`src/hw/rtl/fcst_pkg.sv`:
```
`timescale 1ns / 1ps
// ----------------------------------------------------------------------------
// Forest cell stochastic transition: shared definitions
// Widths, reset values, state codes and types shared by the transition unit.
// ----------------------------------------------------------------------------
package fcst_pkg;

	localparam int FRACTION_BITS = 16;
	localparam int FIELD_W       = 17;
	localparam int DRAW_W        = 16;
	localparam int STATE_W       = 2;
	localparam int CFG_IDX_W     = 3;
	localparam int SUM_W         = FIELD_W + 1;
	localparam int PROD_W        = FIELD_W + SUM_W;
	localparam int TERM_W        = PROD_W - FRACTION_BITS;
	localparam int ACC_W         = TERM_W + 3;

	localparam longint ONE_VAL = longint'(1) << FRACTION_BITS;

	localparam logic [FIELD_W-1:0] RST_HALF    = FIELD_W'(ONE_VAL / 2);
	localparam logic [FIELD_W-1:0] RST_QUARTER = FIELD_W'(ONE_VAL / 4);
	localparam logic [FIELD_W-1:0] RST_FIFTH   = FIELD_W'((ONE_VAL * 2 + 5) / 10);
	localparam logic [FIELD_W-1:0] RST_TENTH   = FIELD_W'((ONE_VAL + 5) / 10);

	localparam logic signed [ACC_W-1:0] ONE_ACC = ACC_W'(ONE_VAL);

	typedef enum logic [STATE_W-1:0] {
		ST_MIXED  = 2'd0,
		ST_DECID  = 2'd1,
		ST_CONIF  = 2'd2,
		ST_TRANS  = 2'd3
	} forest_state_t;

	typedef enum logic [CFG_IDX_W-1:0] {
		REG_CONIF_COEF   = 3'd0,
		REG_DECID_COEF   = 3'd1,
		REG_MIX_TO_CONIF = 3'd2,
		REG_MIX_TO_DECID = 3'd3,
		REG_TR_TO_DECID  = 3'd4,
		REG_TR_TO_CONIF  = 3'd5,
		REG_TR_TO_MIX    = 3'd6,
		REG_DISTURB      = 3'd7
	} cfg_index_t;

	typedef struct packed {
		logic [FIELD_W-1:0] coef_spread_to_mixed_from_conifer;
		logic [FIELD_W-1:0] coef_spread_to_mixed_from_decid;
		logic [FIELD_W-1:0] mixed_to_conifer_prob;
		logic [FIELD_W-1:0] mixed_to_decid_prob;
		logic [FIELD_W-1:0] trans_to_decid_prob;
		logic [FIELD_W-1:0] trans_to_conifer_prob;
		logic [FIELD_W-1:0] trans_to_mixed_prob;
		logic [FIELD_W-1:0] disturbance_prob;
	} cfg_t;

	typedef struct packed {
		logic signed [ACC_W-1:0] p_mixed;
		logic signed [ACC_W-1:0] p_decid;
		logic signed [ACC_W-1:0] p_conif;
		logic signed [ACC_W-1:0] p_trans;
	} prob_t;

	function automatic logic signed [ACC_W-1:0] field_to_acc(input logic [FIELD_W-1:0] v);
		return signed'({{(ACC_W-FIELD_W){1'b0}}, v});
	endfunction

	function automatic logic signed [ACC_W-1:0] term_to_acc(input logic [TERM_W-1:0] v);
		return signed'({{(ACC_W-TERM_W){1'b0}}, v});
	endfunction

endpackage

```
`src/hw/rtl/fcst_item_if.sv`:
```
`timescale 1ns / 1ps
// ----------------------------------------------------------------------------
// Forest cell stochastic transition: cell item channel
// Valid/ready channel carrying one cell's state, prevalences and draw.
// ----------------------------------------------------------------------------
interface fcst_item_if;
	import fcst_pkg::*;

	logic                  valid;
	logic                  ready;
	logic [STATE_W-1:0]    current_state;
	logic [FIELD_W-1:0]    prev_conifer;
	logic [FIELD_W-1:0]    prev_mixed;
	logic [FIELD_W-1:0]    prev_decid;
	logic [DRAW_W-1:0]     random_draw;

	modport source (
		output valid, current_state, prev_conifer, prev_mixed, prev_decid, random_draw,
		input  ready
	);
	modport sink (
		input  valid, current_state, prev_conifer, prev_mixed, prev_decid, random_draw,
		output ready
	);
endinterface

```
`src/hw/rtl/fcst_result_if.sv`:
```
`timescale 1ns / 1ps
// ----------------------------------------------------------------------------
// Forest cell stochastic transition: result channel
// Valid/ready channel carrying the chosen next state of one cell.
// ----------------------------------------------------------------------------
interface fcst_result_if;
	import fcst_pkg::*;

	logic               valid;
	logic               ready;
	logic [STATE_W-1:0] next_state;

	modport source (output valid, next_state, input ready);
	modport sink (input valid, next_state, output ready);
endinterface

```
`src/hw/rtl/fcst_cfg_if.sv`:
```
`timescale 1ns / 1ps
// ----------------------------------------------------------------------------
// Forest cell stochastic transition: configuration write channel
// Valid/ready channel carrying a register index and write data.
// ----------------------------------------------------------------------------
interface fcst_cfg_if;
	import fcst_pkg::*;

	logic                 valid;
	logic                 ready;
	logic [CFG_IDX_W-1:0] index;
	logic [FIELD_W-1:0]   data;

	modport source (output valid, index, data, input ready);
	modport sink (input valid, index, data, output ready);
endinterface

```
`src/hw/rtl/forest_cell_stochastic_transition_unit.sv`:
```
`timescale 1ns / 1ps
// ----------------------------------------------------------------------------
// Forest cell stochastic transition unit
// Chooses the next state of one forest cell per word from its neighborhood
// prevalences, the coefficient registers and a uniform draw.
//
//   channel       role   word
//   cell_item     sink   current_state, prevalences, random_draw
//   cell_result   source next_state
//   cfg           sink   register index, 17-bit data
//
// A word passes the input register, the probability register after the
// colonization multiply and the result register. One word is accepted per
// cycle unless all stages are full under a stalled result; each stage moves
// on when the stage after it is empty or moving, so bubbles close up.
// Reset clears the stage valid bits and loads the register reset values.
// Configuration writes are taken in every cycle.
// ----------------------------------------------------------------------------
module forest_cell_stochastic_transition_unit (
	input  logic          clk,
	input  logic          arst_n,
	fcst_item_if.sink     cell_item,
	fcst_result_if.source cell_result,
	fcst_cfg_if.sink      cfg
);
	import fcst_pkg::*;

	cfg_t               cfg_regs;
	logic               v_s1;
	logic               v_s2;
	logic               out_valid_q;
	logic               rdy_s1;
	logic               rdy_s2;
	logic               rdy_out;
	logic [STATE_W-1:0] state_s1;
	logic [FIELD_W-1:0] prev_conifer_s1;
	logic [FIELD_W-1:0] prev_mixed_s1;
	logic [FIELD_W-1:0] prev_decid_s1;
	logic [DRAW_W-1:0]  draw_s1;
	logic [DRAW_W-1:0]  draw_s2;
	prob_t              prob_comb;
	prob_t              prob_s2;
	logic [STATE_W-1:0] next_state_comb;
	logic [STATE_W-1:0] next_state_q;

	assign cfg.ready = 1'b1;

	fcst_cfg_regs u_cfg_regs (
		.clk      (clk),
		.arst_n   (arst_n),
		.wr_en    (cfg.valid),
		.wr_index (cfg.index),
		.wr_data  (cfg.data),
		.cfg      (cfg_regs)
	);

	assign rdy_out         = !out_valid_q || cell_result.ready;
	assign rdy_s2          = !v_s2 || rdy_out;
	assign rdy_s1          = !v_s1 || rdy_s2;
	assign cell_item.ready = rdy_s1;

	always_ff @(posedge clk or negedge arst_n) begin
		if (!arst_n) begin
			v_s1        <= 1'b0;
			v_s2        <= 1'b0;
			out_valid_q <= 1'b0;
		end else begin
			if (rdy_s1) begin
				v_s1 <= cell_item.valid;
			end
			if (rdy_s2) begin
				v_s2 <= v_s1;
			end
			if (rdy_out) begin
				out_valid_q <= v_s2;
			end
		end
	end

	always_ff @(posedge clk) begin
		if (rdy_s1 && cell_item.valid) begin
			state_s1        <= cell_item.current_state;
			prev_conifer_s1 <= cell_item.prev_conifer;
			prev_mixed_s1   <= cell_item.prev_mixed;
			prev_decid_s1   <= cell_item.prev_decid;
			draw_s1         <= cell_item.random_draw;
		end
		if (rdy_s2 && v_s1) begin
			prob_s2 <= prob_comb;
			draw_s2 <= draw_s1;
		end
		if (rdy_out && v_s2) begin
			next_state_q <= next_state_comb;
		end
	end

	fcst_prob u_prob (
		.current_state (state_s1),
		.prev_conifer  (prev_conifer_s1),
		.prev_mixed    (prev_mixed_s1),
		.prev_decid    (prev_decid_s1),
		.cfg           (cfg_regs),
		.prob          (prob_comb)
	);

	fcst_select u_select (
		.prob        (prob_s2),
		.random_draw (draw_s2),
		.next_state  (next_state_comb)
	);

	assign cell_result.valid      = out_valid_q;
	assign cell_result.next_state = next_state_q;

	a_item_enters_s1: assert property (@(posedge clk) disable iff (!arst_n)
		(cell_item.valid && cell_item.ready) |=> v_s1)
		else $error("accepted word did not reach the input register");

	a_s2_reaches_out: assert property (@(posedge clk) disable iff (!arst_n)
		(v_s2 && rdy_out) |=> out_valid_q)
		else $error("probability stage word did not reach the result register");

	a_full_stall: assert property (@(posedge clk) disable iff (!arst_n)
		(out_valid_q && !cell_result.ready && v_s2 && v_s1) |-> !cell_item.ready)
		else $error("word accepted while every stage is full and stalled");

	a_hold_stalled_s2: assert property (@(posedge clk) disable iff (!arst_n)
		(v_s2 && !rdy_out) |=> (v_s2 && $stable(draw_s2)))
		else $error("probability stage lost its word under a stall");

endmodule

```
`src/hw/rtl/fcst_cfg_regs.sv`:
```
`timescale 1ns / 1ps
// ----------------------------------------------------------------------------
// Forest cell stochastic transition: configuration registers
// Eight 17-bit coefficient and probability registers written by index.
// ----------------------------------------------------------------------------
module fcst_cfg_regs (
	input  logic                          clk,
	input  logic                          arst_n,
	input  logic                          wr_en,
	input  logic [fcst_pkg::CFG_IDX_W-1:0] wr_index,
	input  logic [fcst_pkg::FIELD_W-1:0]  wr_data,
	output fcst_pkg::cfg_t                cfg
);
	import fcst_pkg::*;

	cfg_t cfg_q;

	always_ff @(posedge clk or negedge arst_n) begin
		if (!arst_n) begin
			cfg_q.coef_spread_to_mixed_from_conifer <= RST_HALF;
			cfg_q.coef_spread_to_mixed_from_decid   <= RST_HALF;
			cfg_q.mixed_to_conifer_prob             <= RST_QUARTER;
			cfg_q.mixed_to_decid_prob               <= RST_QUARTER;
			cfg_q.trans_to_decid_prob               <= RST_FIFTH;
			cfg_q.trans_to_conifer_prob             <= RST_FIFTH;
			cfg_q.trans_to_mixed_prob               <= RST_FIFTH;
			cfg_q.disturbance_prob                  <= RST_TENTH;
		end else if (wr_en) begin
			unique case (cfg_index_t'(wr_index))
				REG_CONIF_COEF:   cfg_q.coef_spread_to_mixed_from_conifer <= wr_data;
				REG_DECID_COEF:   cfg_q.coef_spread_to_mixed_from_decid   <= wr_data;
				REG_MIX_TO_CONIF: cfg_q.mixed_to_conifer_prob             <= wr_data;
				REG_MIX_TO_DECID: cfg_q.mixed_to_decid_prob               <= wr_data;
				REG_TR_TO_DECID:  cfg_q.trans_to_decid_prob               <= wr_data;
				REG_TR_TO_CONIF:  cfg_q.trans_to_conifer_prob             <= wr_data;
				REG_TR_TO_MIX:    cfg_q.trans_to_mixed_prob               <= wr_data;
				REG_DISTURB:      cfg_q.disturbance_prob                  <= wr_data;
				default: ;
			endcase
		end
	end

	assign cfg = cfg_q;

endmodule

```
`src/hw/rtl/fcst_prob.sv`:
```
`timescale 1ns / 1ps
// ----------------------------------------------------------------------------
// Forest cell stochastic transition: probability former
// Forms the four transition probabilities of one cell, including the
// colonization product and the self-transition remainder.
// ----------------------------------------------------------------------------
module fcst_prob (
	input  logic [fcst_pkg::STATE_W-1:0] current_state,
	input  logic [fcst_pkg::FIELD_W-1:0] prev_conifer,
	input  logic [fcst_pkg::FIELD_W-1:0] prev_mixed,
	input  logic [fcst_pkg::FIELD_W-1:0] prev_decid,
	input  fcst_pkg::cfg_t               cfg,
	output fcst_pkg::prob_t              prob
);
	import fcst_pkg::*;

	logic [FIELD_W-1:0]      spread_coef;
	logic [SUM_W-1:0]        spread_sum;
	logic [PROD_W-1:0]       spread_prod;
	logic signed [ACC_W-1:0] spread_term;
	logic signed [ACC_W-1:0] disturb;

	always_comb begin
		if (forest_state_t'(current_state) == ST_DECID) begin
			spread_coef = cfg.coef_spread_to_mixed_from_decid;
			spread_sum  = SUM_W'(prev_conifer) + SUM_W'(prev_mixed);
		end else begin
			spread_coef = cfg.coef_spread_to_mixed_from_conifer;
			spread_sum  = SUM_W'(prev_mixed) + SUM_W'(prev_decid);
		end
		spread_prod = PROD_W'(spread_coef) * PROD_W'(spread_sum);
		spread_term = term_to_acc(spread_prod[PROD_W-1:FRACTION_BITS]);
		disturb     = field_to_acc(cfg.disturbance_prob);
	end

	always_comb begin
		case (forest_state_t'(current_state))
			ST_MIXED: begin
				prob.p_decid = field_to_acc(cfg.mixed_to_decid_prob);
				prob.p_conif = field_to_acc(cfg.mixed_to_conifer_prob);
				prob.p_trans = disturb;
				prob.p_mixed = ONE_ACC - (prob.p_decid + prob.p_conif + prob.p_trans);
			end
			ST_DECID: begin
				prob.p_mixed = spread_term;
				prob.p_conif = '0;
				prob.p_trans = disturb;
				prob.p_decid = ONE_ACC - (prob.p_mixed + prob.p_trans);
			end
			ST_CONIF: begin
				prob.p_mixed = spread_term;
				prob.p_decid = '0;
				prob.p_trans = disturb;
				prob.p_conif = ONE_ACC - (prob.p_mixed + prob.p_trans);
			end
			default: begin
				prob.p_mixed = field_to_acc(cfg.trans_to_mixed_prob);
				prob.p_decid = field_to_acc(cfg.trans_to_decid_prob);
				prob.p_conif = field_to_acc(cfg.trans_to_conifer_prob);
				prob.p_trans = ONE_ACC - (prob.p_mixed + prob.p_decid + prob.p_conif);
			end
		endcase
	end

endmodule

```
`src/hw/rtl/fcst_select.sv`:
```
`timescale 1ns / 1ps
// ----------------------------------------------------------------------------
// Forest cell stochastic transition: state selector
// Walks the signed cumulative sum; first state above the draw, else mixed.
// ----------------------------------------------------------------------------
module fcst_select (
	input  fcst_pkg::prob_t              prob,
	input  logic [fcst_pkg::DRAW_W-1:0]  random_draw,
	output logic [fcst_pkg::STATE_W-1:0] next_state
);
	import fcst_pkg::*;

	logic signed [ACC_W-1:0] draw_acc;
	logic signed [ACC_W-1:0] cum_mixed;
	logic signed [ACC_W-1:0] cum_decid;
	logic signed [ACC_W-1:0] cum_conif;
	logic signed [ACC_W-1:0] cum_trans;

	always_comb begin
		draw_acc  = signed'({{(ACC_W-DRAW_W){1'b0}}, random_draw});
		cum_mixed = prob.p_mixed;
		cum_decid = cum_mixed + prob.p_decid;
		cum_conif = cum_decid + prob.p_conif;
		cum_trans = cum_conif + prob.p_trans;
		if (draw_acc < cum_mixed) begin
			next_state = ST_MIXED;
		end else if (draw_acc < cum_decid) begin
			next_state = ST_DECID;
		end else if (draw_acc < cum_conif) begin
			next_state = ST_CONIF;
		end else if (draw_acc < cum_trans) begin
			next_state = ST_TRANS;
		end else begin
			next_state = ST_MIXED;
		end
	end

endmodule
```
`src/flat_wrapper.sv`:
```
// flat-port wrapper written by rule: the top's interface ports become plain ports
module forest_cell_stochastic_transition_unit_flat import fcst_pkg::*;
  (clk, arst_n, cell_item_valid, cell_item_current_state, cell_item_prev_conifer, cell_item_prev_mixed, cell_item_prev_decid, cell_item_random_draw, cell_item_ready, cell_result_valid, cell_result_next_state, cell_result_ready, cfg_valid, cfg_index, cfg_data, cfg_ready);
  fcst_item_if cell_item_i ();
  fcst_result_if cell_result_i ();
  fcst_cfg_if cfg_i ();
  input  logic clk;
  input  logic arst_n;
  input wire logic [$bits(cell_item_i.valid)-1:0] cell_item_valid;
  input wire logic [$bits(cell_item_i.current_state)-1:0] cell_item_current_state;
  input wire logic [$bits(cell_item_i.prev_conifer)-1:0] cell_item_prev_conifer;
  input wire logic [$bits(cell_item_i.prev_mixed)-1:0] cell_item_prev_mixed;
  input wire logic [$bits(cell_item_i.prev_decid)-1:0] cell_item_prev_decid;
  input wire logic [$bits(cell_item_i.random_draw)-1:0] cell_item_random_draw;
  output wire logic [$bits(cell_item_i.ready)-1:0] cell_item_ready;
  output wire logic [$bits(cell_result_i.valid)-1:0] cell_result_valid;
  output wire logic [$bits(cell_result_i.next_state)-1:0] cell_result_next_state;
  input wire logic [$bits(cell_result_i.ready)-1:0] cell_result_ready;
  input wire logic [$bits(cfg_i.valid)-1:0] cfg_valid;
  input wire logic [$bits(cfg_i.index)-1:0] cfg_index;
  input wire logic [$bits(cfg_i.data)-1:0] cfg_data;
  output wire logic [$bits(cfg_i.ready)-1:0] cfg_ready;
  assign cell_item_i.valid = cell_item_valid;
  assign cell_item_i.current_state = cell_item_current_state;
  assign cell_item_i.prev_conifer = cell_item_prev_conifer;
  assign cell_item_i.prev_mixed = cell_item_prev_mixed;
  assign cell_item_i.prev_decid = cell_item_prev_decid;
  assign cell_item_i.random_draw = cell_item_random_draw;
  assign cell_item_ready = cell_item_i.ready;
  assign cell_result_valid = cell_result_i.valid;
  assign cell_result_next_state = cell_result_i.next_state;
  assign cell_result_i.ready = cell_result_ready;
  assign cfg_i.valid = cfg_valid;
  assign cfg_i.index = cfg_index;
  assign cfg_i.data = cfg_data;
  assign cfg_ready = cfg_i.ready;
  forest_cell_stochastic_transition_unit u_core (.clk(clk), .arst_n(arst_n), .cell_item(cell_item_i), .cell_result(cell_result_i), .cfg(cfg_i));
endmodule
```
`config.mk`:
```
export PLATFORM = sky130hd
export DESIGN_NAME = forest_cell_stochastic_transition_unit_flat
export DESIGN_NICKNAME = d
export VERILOG_FILES = /design/src/hw/rtl/fcst_pkg.sv /design/src/hw/rtl/fcst_item_if.sv /design/src/hw/rtl/fcst_result_if.sv /design/src/hw/rtl/fcst_cfg_if.sv /design/src/hw/rtl/forest_cell_stochastic_transition_unit.sv /design/src/hw/rtl/fcst_cfg_regs.sv /design/src/hw/rtl/fcst_prob.sv /design/src/hw/rtl/fcst_select.sv /design/src/flat_wrapper.sv
export SDC_FILE = /design/constraint.sdc
export NUM_CORES = 2
export LEC_CHECK = 0
export ABC_AREA = 1
export BUFFER_PORTS_ARGS = -buffer_cell sky130_fd_sc_hd__buf_2
export CAP_MARGIN = 20
export CORE_MARGIN = 4
export CORE_UTILIZATION = 53
export CTS_BUF_LIST = sky130_fd_sc_hd__clkbuf_4
export DETAILED_ROUTE_END_ITERATION = 6
export PLACE_DENSITY = 0.7
export SLEW_MARGIN = 20
export SYNTH_ARGS = -nofsm -noshare
export SYNTH_HDL_FRONTEND = slang
export SYNTH_SLANG_ARGS = --single-unit
export TNS_END_PERCENT = 5
```
`constraint.sdc`:
```
create_clock -name clk -period 31.1 [get_ports clk]
set_clock_uncertainty 0.1 [all_clocks]
set_input_delay 0 -clock clk [delete_from_list [all_inputs] [get_ports clk]]
set_output_delay 0 -clock clk [all_outputs]
set_load 0.02 [all_outputs]
```
==> flow_summary.html <==
<table>
<tr><th>Metric</th><th>Value</th></tr>
<tr><th colspan="2">Setup path</th></tr>
<tr><td>Largest incremental delay on the critical path</td><td>around 0.53 ns</td></tr>
<tr><td>Critical path's top delay family</td><td>adder cells</td></tr>
<tr><td>Critical-path top delay cell</td><td>sky130_fd_sc_hd__fa_1</td></tr>
<tr><td>Maximum fanout along the worst path</td><td>47</td></tr>
<tr><td>Crit path buffers/inverters</td><td>9</td></tr>
<tr><td>Crit path top cell by count</td><td>sky130_fd_sc_hd__nand2_1</td></tr>
<tr><td>Nature of the critical path startpoint</td><td>flop</td></tr>
<tr><td>Crit path required time</td><td>~32 ns</td></tr>
<tr><td>Worst endpoint data arrival time</td><td>12.43 ns</td></tr>
<tr><td>Endpoint type of the worst setup path</td><td>flop</td></tr>
<tr><td>Critical path class</td><td>flop to flop</td></tr>
<tr><th colspan="2">Detailed routing</th></tr>
<tr><td>Average vias per placed instance</td><td>5.512</td></tr>
<tr><td>Number of DRC violations after detailed-routing iteration 0</td><td>2474</td></tr>
<tr><td>Vias after detailed routing</td><td>between 20000 and 30000</td></tr>
<tr><td>Routed WL per cell</td><td>around 19 um</td></tr>
<tr><td>Count of nets left with antenna violations after detail routing</td><td>0</td></tr>
<tr><td>Detailed Routing Iterations Pass 1</td><td>5</td></tr>
<tr><td>Post-route DRC</td><td>0</td></tr>
<tr><td>Total wire length after detailed routing</td><td>95560 um</td></tr>
<tr><th colspan="2">Floorplan</th></tr>
<tr><td>Height of the die</td><td>250.6 um</td></tr>
<tr><td>Boundary pin count</td><td>approximately 100</td></tr>
<tr><td>Core Box Area</td><td>~58000 sq um</td></tr>
<tr><td>DIE WIDTH</td><td>250.6 um</td></tr>
<tr><td>Die outline area</td><td>62780 sq um</td></tr>
<tr><td>Count of standard-cell rows</td><td>88</td></tr>
<tr><td>Initial core utilization</td><td>a little over half</td></tr>
<tr><th colspan="2">Synthesis</th></tr>
<tr><td>Cell types with the largest area share after synthesis</td><td>sky130_fd_sc_hd__fa_1 (18%), sky130_fd_sc_hd__edfxtp_1 (16%), sky130_fd_sc_hd__ha_1 (14%)</td></tr>
<tr><td>Yosys cell types</td><td>63</td></tr>
<tr><td>Synth Cell Area</td><td>around 31000 sq um</td></tr>
<tr><td>Sequential fraction of the synthesis area</td><td>between 20 and 30%</td></tr>
<tr><td>Share of the synthesized area in the top cell type</td><td>between 10% and 20%</td></tr>
<tr><td>Top flip-flop cell by instance count after synthesis</td><td>sky130_fd_sc_hd__edfxtp_1</td></tr>
<tr><td>Syn_nets</td><td>approximately 4500</td></tr>
<tr><td>Number of flops mapped to enable cells by yosys</td><td>169</td></tr>
<tr><td>Number of instances in the synthesized netlist</td><td>3739</td></tr>
<tr><td>Warning count from the yosys run</td><td>0</td></tr>
<tr><td>#FFs+latches synth</td><td>~300</td></tr>
<tr><td>Library cell occupying the most area in the post-synthesis netlist</td><td>sky130_fd_sc_hd__fa_1</td></tr>
<tr><td>Async SR Flop Fraction</td><td>a little under half</td></tr>
<tr><td>Syn avg cell area</td><td>8.339 sq um</td></tr>
<tr><th colspan="2">STA</th></tr>
<tr><td>Hold Fails Final Rpt</td><td>0</td></tr>
<tr><td>Fin. max-slew vios</td><td>0</td></tr>
<tr><td>F_max</td><td>between 80 and 90 MHz</td></tr>
<tr><td>Ratio of final minimum period to clock period</td><td>between 30% and 40%</td></tr>
<tr><td>Sum of negative setup slack</td><td>0 ns</td></tr>
<tr><td>Tmin final</td><td>12.01 ns</td></tr>
<tr><td>Worst Max-Slew Pin Slew</td><td>approximately 1.1 ns</td></tr>
<tr><td>Unrepaired setup endpoints after global routing</td><td>false</td></tr>
<tr><td>Normalized max-slew margin</td><td>between 20% and 30%</td></tr>
<tr><td>Total of endpoints with negative setup slack in the final report</td><td>0</td></tr>
<tr><th colspan="2">GRT</th></tr>
<tr><td>Number of antenna violations at the first check in global routing</td><td>10</td></tr>
<tr><td>Global-route wire length before repair</td><td>148700 um</td></tr>
<tr><td>Pin count of the biggest net entering global routing</td><td>74</td></tr>
<tr><td>Via count of the first global-routing pass</td><td>between 20000 and 30000</td></tr>
<tr><td>Overall overflow remaining after global route</td><td>0</td></tr>
<tr><td>Tot GR Track Use</td><td>30.27%</td></tr>
<tr><th colspan="2">Final layout</th></tr>
<tr><td>Layout Area Growth over Synthesis</td><td>15.48%</td></tr>
<tr><td>Final-stage net count</td><td>between 4000 and 5000</td></tr>
<tr><td>Proportion of layout cells with a drive suffix above 1</td><td>a little under 9%</td></tr>
<tr><td>Post-layout instance count excluding filler cells</td><td>4947</td></tr>
<tr><td>Fillcell total</td><td>roughly 5100</td></tr>
<tr><th colspan="2">Clock network</th></tr>
<tr><td>Clock insertion delay at the later pin of the skew report</td><td>approximately 0.87 ns</td></tr>
<tr><td>CTS H-tree lvls</td><td>3</td></tr>
<tr><td>Clock Path Buffers</td><td>3</td></tr>
<tr><td>Clock Tree Root</td><td>sky130_fd_sc_hd__clkbuf_4</td></tr>
<tr><td>Clk slew on worst S/H paths</td><td>roughly 0.07 ns</td></tr>
<tr><td>Post-CTS setup buffer count</td><td>0</td></tr>
<tr><td>TritonCTS buffer count</td><td>85</td></tr>
<tr><td>TritonCTS clock tree</td><td>built</td></tr>
<tr><td>TritonCTS Sinks</td><td>a little over 300</td></tr>
<tr><th colspan="2">Placement</th></tr>
<tr><td>Routability Congestion</td><td>just over 1</td></tr>
<tr><td>Number of cells in the design after placement</td><td>around 4600</td></tr>
<tr><td>HPWL Detailed</td><td>~73000 um</td></tr>
<tr><td>Port Buffer Count</td><td>97</td></tr>
<tr><th colspan="2">Min path</th></tr>
<tr><td>Worst min-delay path category</td><td>input pin to flop</td></tr>
<tr><th colspan="2">Outcome</th></tr>
<tr><td>Result of the run</td><td>finished, final reports clean</td></tr>
<tr><th colspan="2">Run</th></tr>
<tr><td>Max-cap viol count</td><td>0</td></tr>
</table>
[per-stage QoR]
| stage | utilization (%) | worst slack [ns] | hold slack [ns] | instance area [sq um] |
|---|---|---|---|---|
| after global placement | 56.28 | 19.64 | -0.04855 | 32600 |
| after CTS | 62.09 | 19.36 | 0.002910 | 35960 |
| after floorplan | - | 21.33 | -0.3956 | 31180 |
| after detailed placement | 56.28 | 19.47 | -0.05140 | 32600 |
| final | 62.17 | 19.09 | 0.07374 | 36010 |
| after global routing | 62.17 | 18.33 | 0.05055 | 36000 |
[worst min-delay path: cells and delay by family]
kind                   cells  cell delay (ns)
buffers and inverters      3             0.82
AOI/OAI and AO/OA          1             0.18
[cell families (layout without fill, tap and decap cells)]
logic type	count (synthesis)	in the layout	share of synthesized area (%)
and+or+nand+nor	1309	1309	16.97
buffers and inverters	785	1219	9.538
adders and majority gates	631	631	31.97
AOI/OAI and AO/OA	608	608	11.08
DFF	308	308	27.57
xor gates and xnor gates	97	97	2.869
other	1	10	0.01203
[registers in the layout, summed over array words and instances (netlist names), 2 cells and up]
register and flops:
u_core.draw_s1 16, u_core.state_s1 2, u_core.u_cfg_regs.cfg 136, u_core.prev_conifer_s1 17, u_core.prev_mixed_s1 17, u_core.prev_decid_s1 17, u_core.draw_s2 16, u_core.prob_s2 82
u_core.cell_result.next_state 2
[placed cells by master (no fill, tap or decap), drive strengths merged, types with 14 or more instances in the layout]
master,n
ha,355
dlygate4sd3,219
o211ai,36
xnor2,27
buf,131
a31oi,14
nand4,25
nand2,849
fa,276
nor3,24
dfrtp,104
edfxtp,169
or2,23
inv,706
clkinv,29
clkbuf,131
a21oi,217
a21o,17
dfstp,35
o21ai,258
nand3,103
xor2,70
nor2,263
[synthesized netlist by cell type, drive strengths merged (9+ instances only)]
cell type and instances:
nand3 103, a21boi 9, buf 10, nand4 25, fa 276, dfstp 35, clkbuf 62, a21oi 217
nand3b 9, o211ai 36, nor3 24, xnor2 27, nor2 263, xor2 70, ha 355, o221ai 13
inv 705, edfxtp 169, dfrtp 104, o21bai 13, o21ai 258, a21o 17, nand2 849, nor4 11
a31oi 14, or2 23
[worst paths after layout]
path                            slack, ns                                    end                    startpoint  cells past startpoint
worst max-delay path                19.09           u_core.prob_s2[57]$_DFFE_PP_  u_core.state_s1[1]$_DFFE_PP_                     46
worst min-delay path                 0.07  u_core.u_cfg_regs.cfg[95]$_DFFE_PN0P_                  cfg_data[10]                      4
worst max register to register      19.09           u_core.prob_s2[57]$_DFFE_PP_  u_core.state_s1[1]$_DFFE_PP_                     46
worst min register to register       0.28           u_core.draw_s2[12]$_DFFE_PP_  u_core.draw_s1[12]$_DFFE_PP_                      0
max in group asynchronous           29.63                u_core.v_s1$_DFFE_PN0N_                        arst_n                      4
min in group asynchronous            0.23  u_core.u_cfg_regs.cfg[35]$_DFFE_PN1P_                        arst_n                      3
[routing by layer]
layer	GRT usage, %	part of all wire [%]	up-vias	wire, um
met5	0	0.014	-	13
met4	8.718	2.7	2	2595
met3	7.756	10	175	9833
met2	45.45	43	1244	41530
met1	43.62	44	13050	41590
li1	-	-	12800	-
[area by class of cell]
class / count / area [sq um] / share of cell area, %
clock inverter: 25 / 161.4 / 0.4483
timing repair buffer: 350 / 2967 / 8.239
antenna: 9 / 22.52 / 0.06255
clock buffer: 131 / 983.4 / 2.731
multi-input combinational: 2646 / 19640 / 54.53
inverter: 713 / 2683 / 7.450
tap: 765 / 957.2 / 2.658
sequential: 308 / 8597 / 23.88
[timing repair]
action,in CTS,in global routing
resized for setup,0,0
hold buffers,220,0
hold endpoints to repair,429,0
Power is left out: the tool's default activity adds up to more than one toggle a clock period on the data nets, which glitch-free logic cannot reach.
